<file path="config.mk">
export PLATFORM = sky130hd
export DESIGN_NAME = sail_word_to_utf8_text_top_flat
export DESIGN_NICKNAME = d
export VERILOG_FILES = /design/src/design/swu_pkg.sv /design/src/design/swu_stream_if.sv /design/src/design/swu_char_shift.sv /design/src/design/swu_char_enc.sv /design/src/design/swu_byte_out.sv /design/src/design/sail_word_to_utf8_text_top.sv /design/src/flat_wrapper.sv
export SDC_FILE = /design/constraint.sdc
export NUM_CORES = 1
export LEC_CHECK = 0
export BUFFER_PORTS_ARGS = -buffer_cell sky130_fd_sc_hd__buf_4
export CELL_PAD_IN_SITES_DETAIL_PLACEMENT = 2
export CELL_PAD_IN_SITES_GLOBAL_PLACEMENT = 2
export CORE_ASPECT_RATIO = 0.7
export CORE_MARGIN = 2
export CORE_UTILIZATION = 30
export CTS_CLUSTER_SIZE = 16
export DETAILED_ROUTE_END_ITERATION = 8
export GPL_TIMING_DRIVEN = 0
export HOLD_SLACK_MARGIN = 0.03
export PLACE_DENSITY = 0.7
export SYNTH_ARGS = -nofsm -noshare
export SYNTH_HDL_FRONTEND = slang
export SYNTH_HIERARCHICAL = 1
export SYNTH_SLANG_ARGS = --single-unit
</file>
<file path="constraint.sdc">
create_clock -name clk_i -period 6.5 [get_ports clk_i]
set_input_delay 0.325 -clock clk_i [delete_from_list [all_inputs] [get_ports clk_i]]
set_output_delay 0.325 -clock clk_i [all_outputs]
set_load 0.02 [all_outputs]
</file>
<file path="src/design/swu_pkg.sv">
// shared constants, types and character table for the word to utf-8 converter
`timescale 1ns / 1ps

package swu_pkg;

  localparam int CharW    = 7;
  localparam int NumChars = 5;
  localparam int WordW    = 36;
  localparam int ByteW    = 8;
  localparam int CpW      = 14;
  localparam int LeftW    = $clog2(NumChars + 1);

  localparam logic [CharW-1:0] ChNul = 7'o000;
  localparam logic [CharW-1:0] ChLf  = 7'o012;
  localparam logic [CharW-1:0] ChCr  = 7'o015;

  // one output step requested by the sequencer
  typedef struct packed {
    logic             push;
    logic [ByteW-1:0] data;
    logic             finish;
    logic             bad;
  } swu_emit_t;

  function automatic logic [CpW-1:0] to_unicode(input logic [CharW-1:0] ch);
    logic [CpW-1:0] cp;
    case (ch)
      7'o001:  cp = 14'o20623;
      7'o002:  cp = 14'o01661;
      7'o003:  cp = 14'o01662;
      7'o004:  cp = 14'o21047;
      7'o005:  cp = 14'o00254;
      7'o006:  cp = 14'o01665;
      7'o007:  cp = 14'o01700;
      7'o010:  cp = 14'o01673;
      7'o016:  cp = 14'o21036;
      7'o017:  cp = 14'o21002;
      7'o020:  cp = 14'o21202;
      7'o021:  cp = 14'o21203;
      7'o022:  cp = 14'o21051;
      7'o023:  cp = 14'o21052;
      7'o024:  cp = 14'o21000;
      7'o025:  cp = 14'o21003;
      7'o026:  cp = 14'o21227;
      7'o027:  cp = 14'o20624;
      7'o030:  cp = 14'o00137;
      7'o031:  cp = 14'o20622;
      7'o032:  cp = 14'o00176;
      7'o033:  cp = 14'o21140;
      7'o034:  cp = 14'o21144;
      7'o035:  cp = 14'o21145;
      7'o036:  cp = 14'o21141;
      7'o037:  cp = 14'o21050;
      7'o136:  cp = 14'o20621;
      7'o137:  cp = 14'o20620;
      7'o176:  cp = 14'o00175;
      default: cp = {{(CpW-CharW){1'b0}}, ch};
    endcase
    return cp;
  endfunction

endpackage

</file>
<file path="src/design/swu_stream_if.sv">
// valid/ready stream interfaces for the text words and the output bytes
`timescale 1ns / 1ps

interface swu_in_if;
  logic        valid;
  logic        ready;
  logic        kind;
  logic [35:0] text_word;

  modport source (output valid, output kind, output text_word, input ready);
  modport sink (input valid, input kind, input text_word, output ready);
endinterface

interface swu_out_if;
  logic       valid;
  logic       ready;
  logic [7:0] out_byte;
  logic       has_byte;
  logic       last;
  logic       bad_word;

  modport source (output valid, output out_byte, output has_byte, output last,
                  output bad_word, input ready);
  modport sink (input valid, input out_byte, input has_byte, input last,
                input bad_word, output ready);
endinterface

</file>
<file path="src/design/swu_char_shift.sv">
// character shift register, one 7-bit character per step from the high end
`timescale 1ns / 1ps

module swu_char_shift
  import swu_pkg::*;
(
  input  logic             clk_i,
  input  logic             rst_ni,
  input  logic             load_i,
  input  logic             flush_i,
  input  logic [WordW-1:0] word_i,
  input  logic             shift_i,
  output logic [CharW-1:0] ch_o,
  output logic             last_ch_o,
  output logic             busy_o
);

  localparam int ChainW = CharW * NumChars;

  logic [ChainW-1:0] chars_q, chars_d;
  logic [LeftW-1:0]  left_q, left_d;

  always_comb begin
    chars_d = chars_q;
    left_d  = left_q;
    if (load_i) begin
      // a flush runs as a single nul character
      chars_d = flush_i ? '0 : word_i[WordW-1 -: ChainW];
      left_d  = flush_i ? LeftW'(1) : LeftW'(NumChars);
    end else if (shift_i && left_q != '0) begin
      chars_d = {chars_q[ChainW-CharW-1:0], {CharW{1'b0}}};
      left_d  = left_q - LeftW'(1);
    end
  end

  always_ff @(posedge clk_i) begin
    chars_q <= chars_d;
  end

  always_ff @(posedge clk_i or negedge rst_ni) begin
    if (!rst_ni) begin
      left_q <= '0;
    end else begin
      left_q <= left_d;
    end
  end

  assign ch_o      = chars_q[ChainW-1 -: CharW];
  assign last_ch_o = (left_q == LeftW'(1));
  assign busy_o    = (left_q != '0);

endmodule

</file>
<file path="src/design/swu_char_enc.sv">
// byte list of one character: held carriage return (a lone line feed for cr lf), then its utf-8 bytes
`timescale 1ns / 1ps

module swu_char_enc
  import swu_pkg::*;
(
  input  logic [CharW-1:0] ch_i,
  input  logic             pending_i,
  input  logic [1:0]       idx_i,
  output logic [ByteW-1:0] byte_o,
  output logic [2:0]       cnt_o
);

  logic [CpW-1:0]   cp;
  logic [ByteW-1:0] body [3];
  logic [ByteW-1:0] pre_byte;
  logic [1:0]       body_len;
  logic [1:0]       body_idx;

  always_comb begin
    cp       = to_unicode(ch_i);
    pre_byte = (ch_i == ChLf) ? ByteW'(ChLf) : ByteW'(ChCr);
    body[0]  = '0;
    body[1]  = '0;
    body[2]  = '0;
    body_len = 2'd0;
    if (ch_i == ChNul || ch_i == ChCr) begin
      body_len = 2'd0;
    end else if (ch_i == ChLf) begin
      body_len = pending_i ? 2'd0 : 2'd1;
      body[0]  = ByteW'(ChLf);
    end else if (cp >= CpW'(14'h800)) begin
      body_len = 2'd3;
      body[0]  = {4'hE, 2'b00, cp[13:12]};
      body[1]  = {2'b10, cp[11:6]};
      body[2]  = {2'b10, cp[5:0]};
    end else if (cp >= CpW'(14'h80)) begin
      body_len = 2'd2;
      body[0]  = {3'b110, cp[10:6]};
      body[1]  = {2'b10, cp[5:0]};
    end else begin
      body_len = 2'd1;
      body[0]  = cp[7:0];
    end

    body_idx = pending_i ? (idx_i - 2'd1) : idx_i;
    if (pending_i && idx_i == 2'd0) begin
      byte_o = pre_byte;
    end else if (body_idx == 2'd3) begin
      byte_o = '0;
    end else begin
      byte_o = body[body_idx];
    end
    cnt_o = {1'b0, body_len} + {2'b00, pending_i};
  end

endmodule

</file>
<file path="src/design/swu_byte_out.sv">
// one-byte hold stage and output register that mark the last byte of an item
`timescale 1ns / 1ps

module swu_byte_out
  import swu_pkg::*;
(
  input  logic      clk_i,
  input  logic      rst_ni,
  input  swu_emit_t emit_i,
  output logic      slot_free_o,
  swu_out_if.source out_o
);

  logic             held_valid_q, held_valid_d;
  logic [ByteW-1:0] held_q, held_d;
  logic             out_valid_q, out_valid_d;
  logic [ByteW-1:0] byte_q, byte_d;
  logic             has_q, has_d;
  logic             last_q, last_d;
  logic             bad_q, bad_d;

  assign slot_free_o = !out_valid_q || out_o.ready;

  always_comb begin
    held_valid_d = held_valid_q;
    held_d       = held_q;
    out_valid_d  = out_valid_q && !out_o.ready;
    byte_d       = byte_q;
    has_d        = has_q;
    last_d       = last_q;
    bad_d        = bad_q;
    if (emit_i.bad) begin
      out_valid_d = 1'b1;
      byte_d      = '0;
      has_d       = 1'b0;
      last_d      = 1'b1;
      bad_d       = 1'b1;
    end else if (emit_i.push) begin
      if (held_valid_q) begin
        out_valid_d = 1'b1;
        byte_d      = held_q;
        has_d       = 1'b1;
        last_d      = 1'b0;
        bad_d       = 1'b0;
      end
      held_valid_d = 1'b1;
      held_d       = emit_i.data;
    end else if (emit_i.finish) begin
      // empty result when the item sent nothing
      out_valid_d  = 1'b1;
      byte_d       = held_valid_q ? held_q : '0;
      has_d        = held_valid_q;
      last_d       = 1'b1;
      bad_d        = 1'b0;
      held_valid_d = 1'b0;
    end
  end

  always_ff @(posedge clk_i or negedge rst_ni) begin
    if (!rst_ni) begin
      held_valid_q <= 1'b0;
      out_valid_q  <= 1'b0;
    end else begin
      held_valid_q <= held_valid_d;
      out_valid_q  <= out_valid_d;
    end
  end

  always_ff @(posedge clk_i) begin
    held_q <= held_d;
    byte_q <= byte_d;
    has_q  <= has_d;
    last_q <= last_d;
    bad_q  <= bad_d;
  end

  assign out_o.valid    = out_valid_q;
  assign out_o.out_byte = byte_q;
  assign out_o.has_byte = has_q;
  assign out_o.last     = last_q;
  assign out_o.bad_word = bad_q;

endmodule

</file>
<file path="src/design/sail_word_to_utf8_text_top.sv">
// top level of the 36-bit text word to utf-8 byte stream converter
`timescale 1ns / 1ps

// Converts 36-bit words of five 7-bit characters into UTF-8 bytes, one byte
// per output transaction, with last set on the final result of each input
// transaction; an item that sends no byte gives one empty result. A word is
// accepted, then the bytes of each character are sent in turn, then the item
// is closed; no new word is taken until the item is closed. A bad word (bit 0
// set) gives a lone error result, and a flush sends out a held carriage return
// and closes the item. A carriage return is held across words until the next
// character or a flush decides it.

module sail_word_to_utf8_text_top
  import swu_pkg::*;
(
  input  logic    clk_i,
  input  logic    rst_ni,
  swu_in_if.sink  src_i,
  swu_out_if.source dst_o
);

  localparam logic [1:0] StIdle = 2'd0;
  localparam logic [1:0] StRun  = 2'd1;
  localparam logic [1:0] StFin  = 2'd2;

  logic [1:0]       state_q, state_d;
  logic             pending_q, pending_d;
  logic [1:0]       idx_q, idx_d;
  logic             slot_free;
  logic             in_fire;
  logic             bad_in;
  logic             load;
  logic             shift;
  logic [CharW-1:0] ch;
  logic             last_ch;
  logic             sh_busy;
  logic [ByteW-1:0] enc_byte;
  logic [2:0]       enc_cnt;
  swu_emit_t        emit;

  assign src_i.ready = (state_q == StIdle) && slot_free;
  assign in_fire     = src_i.valid && src_i.ready;
  assign bad_in      = in_fire && !src_i.kind && src_i.text_word[0];
  assign load        = in_fire && !bad_in;

  swu_char_shift u_shift (
    .clk_i     (clk_i),
    .rst_ni    (rst_ni),
    .load_i    (load),
    .flush_i   (src_i.kind),
    .word_i    (src_i.text_word),
    .shift_i   (shift),
    .ch_o      (ch),
    .last_ch_o (last_ch),
    .busy_o    (sh_busy)
  );

  swu_char_enc u_enc (
    .ch_i      (ch),
    .pending_i (pending_q),
    .idx_i     (idx_q),
    .byte_o    (enc_byte),
    .cnt_o     (enc_cnt)
  );

  always_comb begin
    state_d     = state_q;
    pending_d   = pending_q;
    idx_d       = idx_q;
    shift       = 1'b0;
    emit        = '0;
    emit.data   = enc_byte;
    case (state_q)
      StIdle: begin
        emit.bad = bad_in;
        if (load) begin
          idx_d   = 2'd0;
          state_d = StRun;
        end
      end
      StRun: begin
        if (slot_free) begin
          emit.push = (enc_cnt != 3'd0);
          if (enc_cnt == 3'd0 || {1'b0, idx_q} == enc_cnt - 3'd1) begin
            shift     = 1'b1;
            pending_d = (ch == ChCr);
            idx_d     = 2'd0;
            if (last_ch) begin
              state_d = StFin;
            end
          end else begin
            idx_d = idx_q + 2'd1;
          end
        end
      end
      StFin: begin
        if (slot_free) begin
          emit.finish = 1'b1;
          state_d     = StIdle;
        end
      end
      default: begin
        state_d = StIdle;
      end
    endcase
  end

  always_ff @(posedge clk_i or negedge rst_ni) begin
    if (!rst_ni) begin
      state_q   <= StIdle;
      pending_q <= 1'b0;
      idx_q     <= 2'd0;
    end else begin
      state_q   <= state_d;
      pending_q <= pending_d;
      idx_q     <= idx_d;
    end
  end

  swu_byte_out u_out (
    .clk_i       (clk_i),
    .rst_ni      (rst_ni),
    .emit_i      (emit),
    .slot_free_o (slot_free),
    .out_o       (dst_o)
  );

`ifndef ASSERT_OFF
  a_run_has_chars: assert property (@(posedge clk_i) disable iff (!rst_ni)
    state_q == StRun |-> sh_busy)
    else $error("sequencer running with no characters left");

  a_fin_no_chars: assert property (@(posedge clk_i) disable iff (!rst_ni)
    state_q == StFin |-> !sh_busy)
    else $error("item closed with characters left");

  a_bad_result: assert property (@(posedge clk_i) disable iff (!rst_ni)
    bad_in |=> dst_o.valid && dst_o.bad_word && dst_o.last && !dst_o.has_byte)
    else $error("bad word did not give a lone error result");

  a_bad_keeps_pending: assert property (@(posedge clk_i) disable iff (!rst_ni)
    bad_in |=> pending_q == $past(pending_q))
    else $error("bad word changed the held carriage return");

  a_byte_idx_range: assert property (@(posedge clk_i) disable iff (!rst_ni)
    state_q == StRun && enc_cnt != 3'd0 |-> {1'b0, idx_q} < enc_cnt)
    else $error("byte index past the character's byte count");
`endif

endmodule
</file>
<file path="src/flat_wrapper.sv">
// flat-port wrapper written by rule: the top's interface ports become plain ports
module sail_word_to_utf8_text_top_flat import swu_pkg::*;
  (clk_i, rst_ni, src_i_valid, src_i_kind, src_i_text_word, src_i_ready, dst_o_valid, dst_o_out_byte, dst_o_has_byte, dst_o_last, dst_o_bad_word, dst_o_ready);
  swu_in_if src_i_i ();
  swu_out_if dst_o_i ();
  input  logic clk_i;
  input  logic rst_ni;
  input wire logic [$bits(src_i_i.valid)-1:0] src_i_valid;
  input wire logic [$bits(src_i_i.kind)-1:0] src_i_kind;
  input wire logic [$bits(src_i_i.text_word)-1:0] src_i_text_word;
  output wire logic [$bits(src_i_i.ready)-1:0] src_i_ready;
  output wire logic [$bits(dst_o_i.valid)-1:0] dst_o_valid;
  output wire logic [$bits(dst_o_i.out_byte)-1:0] dst_o_out_byte;
  output wire logic [$bits(dst_o_i.has_byte)-1:0] dst_o_has_byte;
  output wire logic [$bits(dst_o_i.last)-1:0] dst_o_last;
  output wire logic [$bits(dst_o_i.bad_word)-1:0] dst_o_bad_word;
  input wire logic [$bits(dst_o_i.ready)-1:0] dst_o_ready;
  assign src_i_i.valid = src_i_valid;
  assign src_i_i.kind = src_i_kind;
  assign src_i_i.text_word = src_i_text_word;
  assign src_i_ready = src_i_i.ready;
  assign dst_o_valid = dst_o_i.valid;
  assign dst_o_out_byte = dst_o_i.out_byte;
  assign dst_o_has_byte = dst_o_i.has_byte;
  assign dst_o_last = dst_o_i.last;
  assign dst_o_bad_word = dst_o_i.bad_word;
  assign dst_o_i.ready = dst_o_ready;
  sail_word_to_utf8_text_top u_core (.clk_i(clk_i), .rst_ni(rst_ni), .src_i(src_i_i), .dst_o(dst_o_i));
endmodule
</file>
==> flow_summary.json, run 1 <==
{
  "cts_buffer_depth": 2,
  "antenna_found_initial": 0,
  "crit_slowest_cell": "nand2_2",
  "wirelength_um": 12600,
  "critical-path-max-stage-delay_ns": 0.66,
  "insertedDiodeCount": 0,
  "cp_cell_sequence": "buf_4, buf_2, or3b_1, a2111oi_2, a41o_1, a21o_1, buf_4, nor2_1, a211oi_1, ha_1, ha_1, inv_1, ha_1, xor2_1, a31oi_2, nor2_1, nand2_1, nand2_2",
  "gr-total-overflow": 0,
  "cts_hold_buffers": 1,
  "die_y_um": 100,
  "clk_pin_slew_worst_paths_ns": 0.06,
  "rsz0062_at_grt": "no",
  "status": "finished clean",
  "grt_max_degree": 36,
  "num_rows": 35,
  "worstPathBufferInverterCount": 4,
  "synth_common_cells": "43 x edfxtp_1, 33 x nor2_1, 29 x a22o_1",
  "critPathMaxFanout": 35,
  "synth_nets": 450,
  "critPathLaunchType": "flop",
  "fin_crit_sh": 0.814,
  "die_w_um": 142,
  "grt_pass1_vias": 3796,
  "synth-main-ff-cell": "edfxtp_1",
  "worst_pin_slew_ns": 0.904,
  "routedWlPerCell_um": 19.8,
  "avgSynthCellArea_sq_um": 9.93,
  "synth_xor_xnor_area_share": 0.00880,
  "dr_total_vias": 3481,
  "power_leakage_nw": 1.97,
  "place_congestion": 0.831,
  "synthSimpleGateAreaFrac": 0.197,
  "final_area_sq_um": 4930,
  "cp.required_ns": 6.45,
  "maxCapViolCount": 0,
  "finalHoldViolCount": 0,
  "dp_worst_setup_slack_ns": 1.35,
  "synth-edff-count": 43,
  "synth.distinct_cells": 80,
  "cts-htree-levels": 3,
  "drv_slew": 0,
  "synth_warnings": 6,
  "slew_headroom": 0.396,
  "drtIter0Drc": 204,
  "yosysTopAreaCellShare": 0.324,
  "finalPower_mw": 3.18,
  "finalSetupViolations": 0,
  "power.density_nw_per_um2": 646,
  "ys_ff_latch": 64,
  "drive_above_1_share": 0.234,
  "post-cts-setup-buffers": 0,
  "drt_pre_antenna_iters": 5,
  "antenna_left": 0,
  "ys_seq_area_frac": 0.442,
  "cpLargestDelayFamily": "simple AND/OR/NAND/NOR gates",
  "syn_inst": 401,
  "fin_nets": 515,
  "synth_adder_area_share": 0.0251,
  "max_freq_mhz": 189,
  "worstSetupPathType": "reg -> reg",
  "end_kind": "flop",
  "synth_area_sq_um": 3980,
  "clock_sinks": 64,
  "period_minus_slack_ns": 5.29,
  "vias_per_cell": 5.46,
  "initial_utilization": 0.305,
  "cts_tree": "built",
  "synth_top_area_cell": "edfxtp_1",
  "grt_usage": 0.186,
  "cpMostUsedCell": "ha_1",
  "synthArstFlopShare": 0.156,
  "die-area_sq_um": 14200,
  "drc": 0,
  "dp_hpwl_um": 9480,
  "numPortBuffers": 53,
  "grt_pass1_wl_um": 20700,
  "placed_area_sq_um": 4590,
  "yosys-top-cells-area": "edfxtp_1 32%, a22o_1 6.4%, dfrtp_1 6.3%",
  "syn_to_final_growth_pct": 23.8,
  "cts-root-buf": "clkbuf_16",
  "io_pins": 54,
  "synth_most_common_cell": "edfxtp_1",
  "synth_top_family_by_area": "compound AO/OA/AOI/OAI gates",
  "vdd_drop_max_mv": 0.313,
  "worst_slack_ns": 1.21,
  "cts_resized": 0,
  "n_fill_cell": 1419,
  "arrival_ns": 5.24,
  "tns_ns": 0,
  "coreArea_sq_um": 13100,
  "clock_skew_ns": 0.00875,
  "numCtsBuffers": 9,
  "synthMuxAreaShare": 0.0113,
  "hp-class": "in -> reg",
  "synth_compound_area_frac": 0.247,
  "clkLatencyLatePin_ns": 0.33
}
-- final timing paths --
check | startpoint | end | slack [ns] | depth (start not counted)
worst max register to register | u_core/u_shift/chars_q[34] | u_core/u_shift/chars_q[29] | 1.21 | 18
worst min-delay path | src_i_text_word[2] | u_core/u_shift/chars_q[1] | 0.27 | 2
worst max-delay path | u_core/u_shift/chars_q[34] | u_core/u_shift/chars_q[29] | 1.21 | 18
min in group asynchronous | rst_ni | u_core/state_q[0] | 0.35 | 2
max in group asynchronous | rst_ni | u_core/u_out/held_valid_q | 5.99 | 2
worst min register to register | u_core/u_out/out_o.bad_word | u_core/u_out/out_o.bad_word | 0.46 | 1
-- where the power goes --
part	internal [mW]	switching [mW]	total [mW]
Sequential	0.772	0.0930	0.865
Clock	0.340	0.200	0.540
Combinational	0.681	1.10	1.78
-- cell usage in the layout (no fill, tap or decap), types with 9 or more instances in the layout --
cell type / instances
a21oi_1: 22
a22o_1: 29
a22oi_1: 9
and2_1: 10
buf_4: 62
clkbuf_1: 12
clkbuf_16: 9
dfrtp_1: 10
dfxtp_1: 11
edfxtp_1: 43
inv_1: 15
nand2_1: 26
nand2b_1: 10
nor2_1: 33
nor3_1: 12
o21ai_0: 11
-- logic make-up (layout without fill, tap and decap cells) --
logic type      Yosys count  count (layout)
compound gates          131             131
xor+xnor                  4               4
fa+ha+maj                 8               8
buf+inv                  51             121
flops                    64              64
mux                       3               3
simple gates            140             140
-- cell type report --
cell class	instances	area, sq um	area share
Tap cell	166	208	0.0421
Sequential cell	64	1760	0.357
Buffer	36	216	0.0439
Clock inverter	7	103	0.0208
Clock buffer	9	225	0.0457
Inverter	15	56.3	0.0114
Multi-Input combinational cell	286	1950	0.396
Timing Repair Buffer	54	408	0.0828
-- registers in the layout, indices dropped and copies added (netlist names) --
register,flops
u_core/u_out/out_o.valid,1
u_core/u_shift/chars_q,35
u_core/u_out/held_valid_q,1
u_core/u_out/held_q,8
u_core/pending_q,1
u_core/u_out/out_o.bad_word,1
u_core/u_out/out_o.has_byte,1
u_core/idx_q,2
u_core/u_out/out_o.last,1
u_core/u_shift/left_q,3
u_core/u_out/out_o.out_byte,8
u_core/state_q,2
-- worst reg2reg max path: stages, from the launching register on --
cell and delay, ns:
edfxtp_1 0.36, buf_4 0.15, buf_2 0.18, or3b_1 0.38
a2111oi_2 0.48, a41o_1 0.30, a21o_1 0.12, buf_4 0.17
nor2_1 0.05, a211oi_1 0.27, ha_1 0.20, ha_1 0.22
inv_1 0.06, ha_1 0.23, xor2_1 0.23, a31oi_2 0.20
nor2_1 0.47, nand2_1 0.17, nand2_2 0.66
-- per-stage QoR --
step	utilization	hold slack [ns]	std cells
after floorplan	-	0.0294	401
after global placement	0.352	0.170	620
after detailed placement	0.352	0.172	620
after CTS	0.378	0.258	637
after global routing	0.378	0.266	637
final	0.378	0.270	637
-- metal layers --
metal / wire length, um / vias to the layer above / GRT usage / part of all wire
met1: 5930 / 1767 / 0.246 / 0.47
li1: - / 1642 / - / -
met5: 0 / - / 0 / 0
met2: 6010 / 65 / 0.316 / 0.48
met4: 112 / 0 / 0.0438 / 0.0089
met3: 543 / 7 / 0.0382 / 0.043
No activity file was read; power rests on OpenSTA's default activity.
==> inputs of run 2 (changes only) <==
PLACE_DENSITY = 0.73   (was 0.7)
clock period = 4.4 ns   (was 6.5 ns; I/O delays follow)
==> flow_summary.json, run 2 (same netlist as run 1, synthesis figures left out) <==
{
  "status": "finished clean",
  "drv_slew": 0,
  "period_minus_slack_ns": 4.19,
  "crit_path_end": "u_core/u_shift/chars_q[26]",
  "grt_usage": 0.191,
  "routedWlPerCell_um": 19.7,
  "io_pins": 54,
  "numPortBuffers": 53,
  "drive_above_1_share": 0.261,
  "end_kind": "flop",
  "clock_sinks": 64,
  "dp_hpwl_um": 9100,
  "worst_slack_ns": 0.210,
  "worst_pin_slew_ns": 0.777,
  "layout_commonest_cell": "buf_4",
  "fin_nets": 520,
  "cts_tree": "built",
  "clk_pin_slew_worst_paths_ns": 0.06,
  "p_sw_frac": 0.447,
  "place_congestion": 0.816,
  "p_switching_mw": 2.13,
  "vdd_drop_max_mv": 0.278,
  "antenna_found_initial": 0,
  "top_register": "u_core/u_shift/chars_q",
  "vias_per_cell": 5.39,
  "die-area_sq_um": 14200,
  "syn_to_final_growth_pct": 25.8,
  "clock_skew_ns": 0.00935,
  "r2r-end": "u_core/u_shift/chars_q[26]",
  "power_leakage_nw": 2.00,
  "antenna_left": 0,
  "p_clk_frac": 0.138,
  "drt_pre_antenna_iters": 4,
  "clkLatencyLatePin_ns": 0.33,
  "max_freq_mhz": 239,
  "wirelength_um": 12600,
  "drc": 0,
  "drtIter0Drc": 195,
  "dr_total_vias": 3463,
  "critPathLaunchType": "flop",
  "finalHoldViolCount": 0,
  "ff2ff_setup_slack_ns": 0.21,
  "final_cell_mix": "64 x buf_4, 43 x edfxtp_1, 30 x nor2_1, 29 x a22o_1, 25 x nand2_1",
  "grt_pass1_vias": 3828,
  "cts-htree-levels": 3,
  "final_area_sq_um": 5010,
  "cts_buffer_depth": 2,
  "critPathMaxFanout": 18,
  "dp_worst_setup_slack_ns": -0.800,
  "maxCapViolCount": 0,
  "power.density_nw_per_um2": 954,
  "placed_area_sq_um": 4590,
  "cts-root-buf": "clkbuf_16",
  "worstSetupPathType": "reg -> reg",
  "insertedDiodeCount": 0,
  "fin_crit_sh": 0.952,
  "die_y_um": 100,
  "rr_worst_depth": 18,
  "crit_start": "u_core/u_shift/chars_q[34]",
  "largest_reg_flops": 35,
  "hp-class": "in -> reg",
  "cp.required_ns": 4.46,
  "initial_utilization": 0.305,
  "coreArea_sq_um": 13100,
  "p_comb_frac": 0.598,
  "arrival_ns": 4.25,
  "power.share.sequential": 0.265,
  "slew_headroom": 0.469,
  "p_int_mw": 2.64,
  "gr-total-overflow": 0,
  "die_w_um": 142,
  "grt_max_degree": 19,
  "num_rows": 35,
  "numCtsBuffers": 9,
  "finalSetupViolations": 0,
  "grt_pass1_wl_um": 21100,
  "rr_startpoint": "u_core/u_shift/chars_q[34]",
  "n_fill_cell": 1405
}
==> run 2: cell count changes in the layout (fill, tap and decap cells not counted), sizes merged <==
cell    previous run  this run
inv               17        16
clkinv             2         5
bufinv             2         0
nand2             27        29
buf               77        80
==> run 2: power groups by stage <==
stage | clock network [mW] | registers (mW) | logic [mW]
finish | 0.658 | 1.26 | 2.86
global route | 0.704 | 1.30 | 3.19
CTS | 0.679 | 1.27 | 2.77
detailed placement | 0 | 1.29 | 2.59
global placement | 0 | 1.26 | 2.49
floorplan | 0 | 1.30 | 1.81
==> run 2: through the flow <==
stage	power, mW	cells	setup TNS [ns]	util	hold slack (ns)
2_1_floorplan	3.11	401	0	-	-0.0756
3_3_place_gp	3.75	620	-21.02	0.352	0.0643
3_5_place_dp	3.87	620	-30.99	0.352	0.0663
4_1_cts	4.72	640	0	0.379	0.153
5_1_grt	5.19	642	-0.0496	0.384	0.163
6_report	4.78	642	0	0.384	0.165
==> run 2: worst min-delay path by stage <==
stage	startpoint	cells past startpoint	to
CTS	src_i_text_word[7]	2	u_core/u_shift/chars_q[6]
global route	src_i_text_word[6]	2	u_core/u_shift/chars_q[5]
global placement	rst_ni	1	u_core/u_shift/left_q[1]
finish	src_i_text_word[2]	2	u_core/u_shift/chars_q[1]
floorplan	rst_ni	0	u_core/idx_q[0]
detailed placement	rst_ni	1	u_core/u_shift/left_q[1]
==> run 2: critical path: stages (launching register included) <==
cell,delay [ns]
edfxtp_1,0.35
buf_4,0.14
buf_2,0.18
or3b_1,0.42
a2111oi_4,0.40
a41o_2,0.17
a21o_1,0.08
buf_4,0.17
nor2_1,0.06
a211oi_2,0.23
ha_1,0.19
ha_1,0.23
inv_1,0.09
ha_1,0.26
xor2_2,0.17
a31oi_4,0.31
nor2_4,0.08
nand2_2,0.20
nand2_8,0.17
==> run 2: metal layers <==
layer,global-route usage,wire [um]
met5,0,0
met4,0.0462,123
met3,0.0448,529
met2,0.301,5780
met1,0.266,6200
==> run 2: timing repair <==
item | CTS | global route
setup buffers | 1 | 2
setup endpoints to repair | 56 | 61
gates resized for setup | 11 | 7
hold buffers | 1 | 0
endpoints found under the hold margin | 10 | 0
pin swaps | 3 | 0
cloned | 2 | 0
==> run 2: layout make-up <==
cell class                      instances  area [sq um]  share of cell area
Clock inverter                          7          47.5             0.00949
Sequential cell                        64          1760               0.352
Multi-Input combinational cell        288          2050               0.410
Tap cell                              166           208              0.0414
Inverter                               15          56.3              0.0112
Buffer                                 36           216              0.0432
Timing Repair Buffer                   57           443              0.0884
Clock buffer                            9           225              0.0449
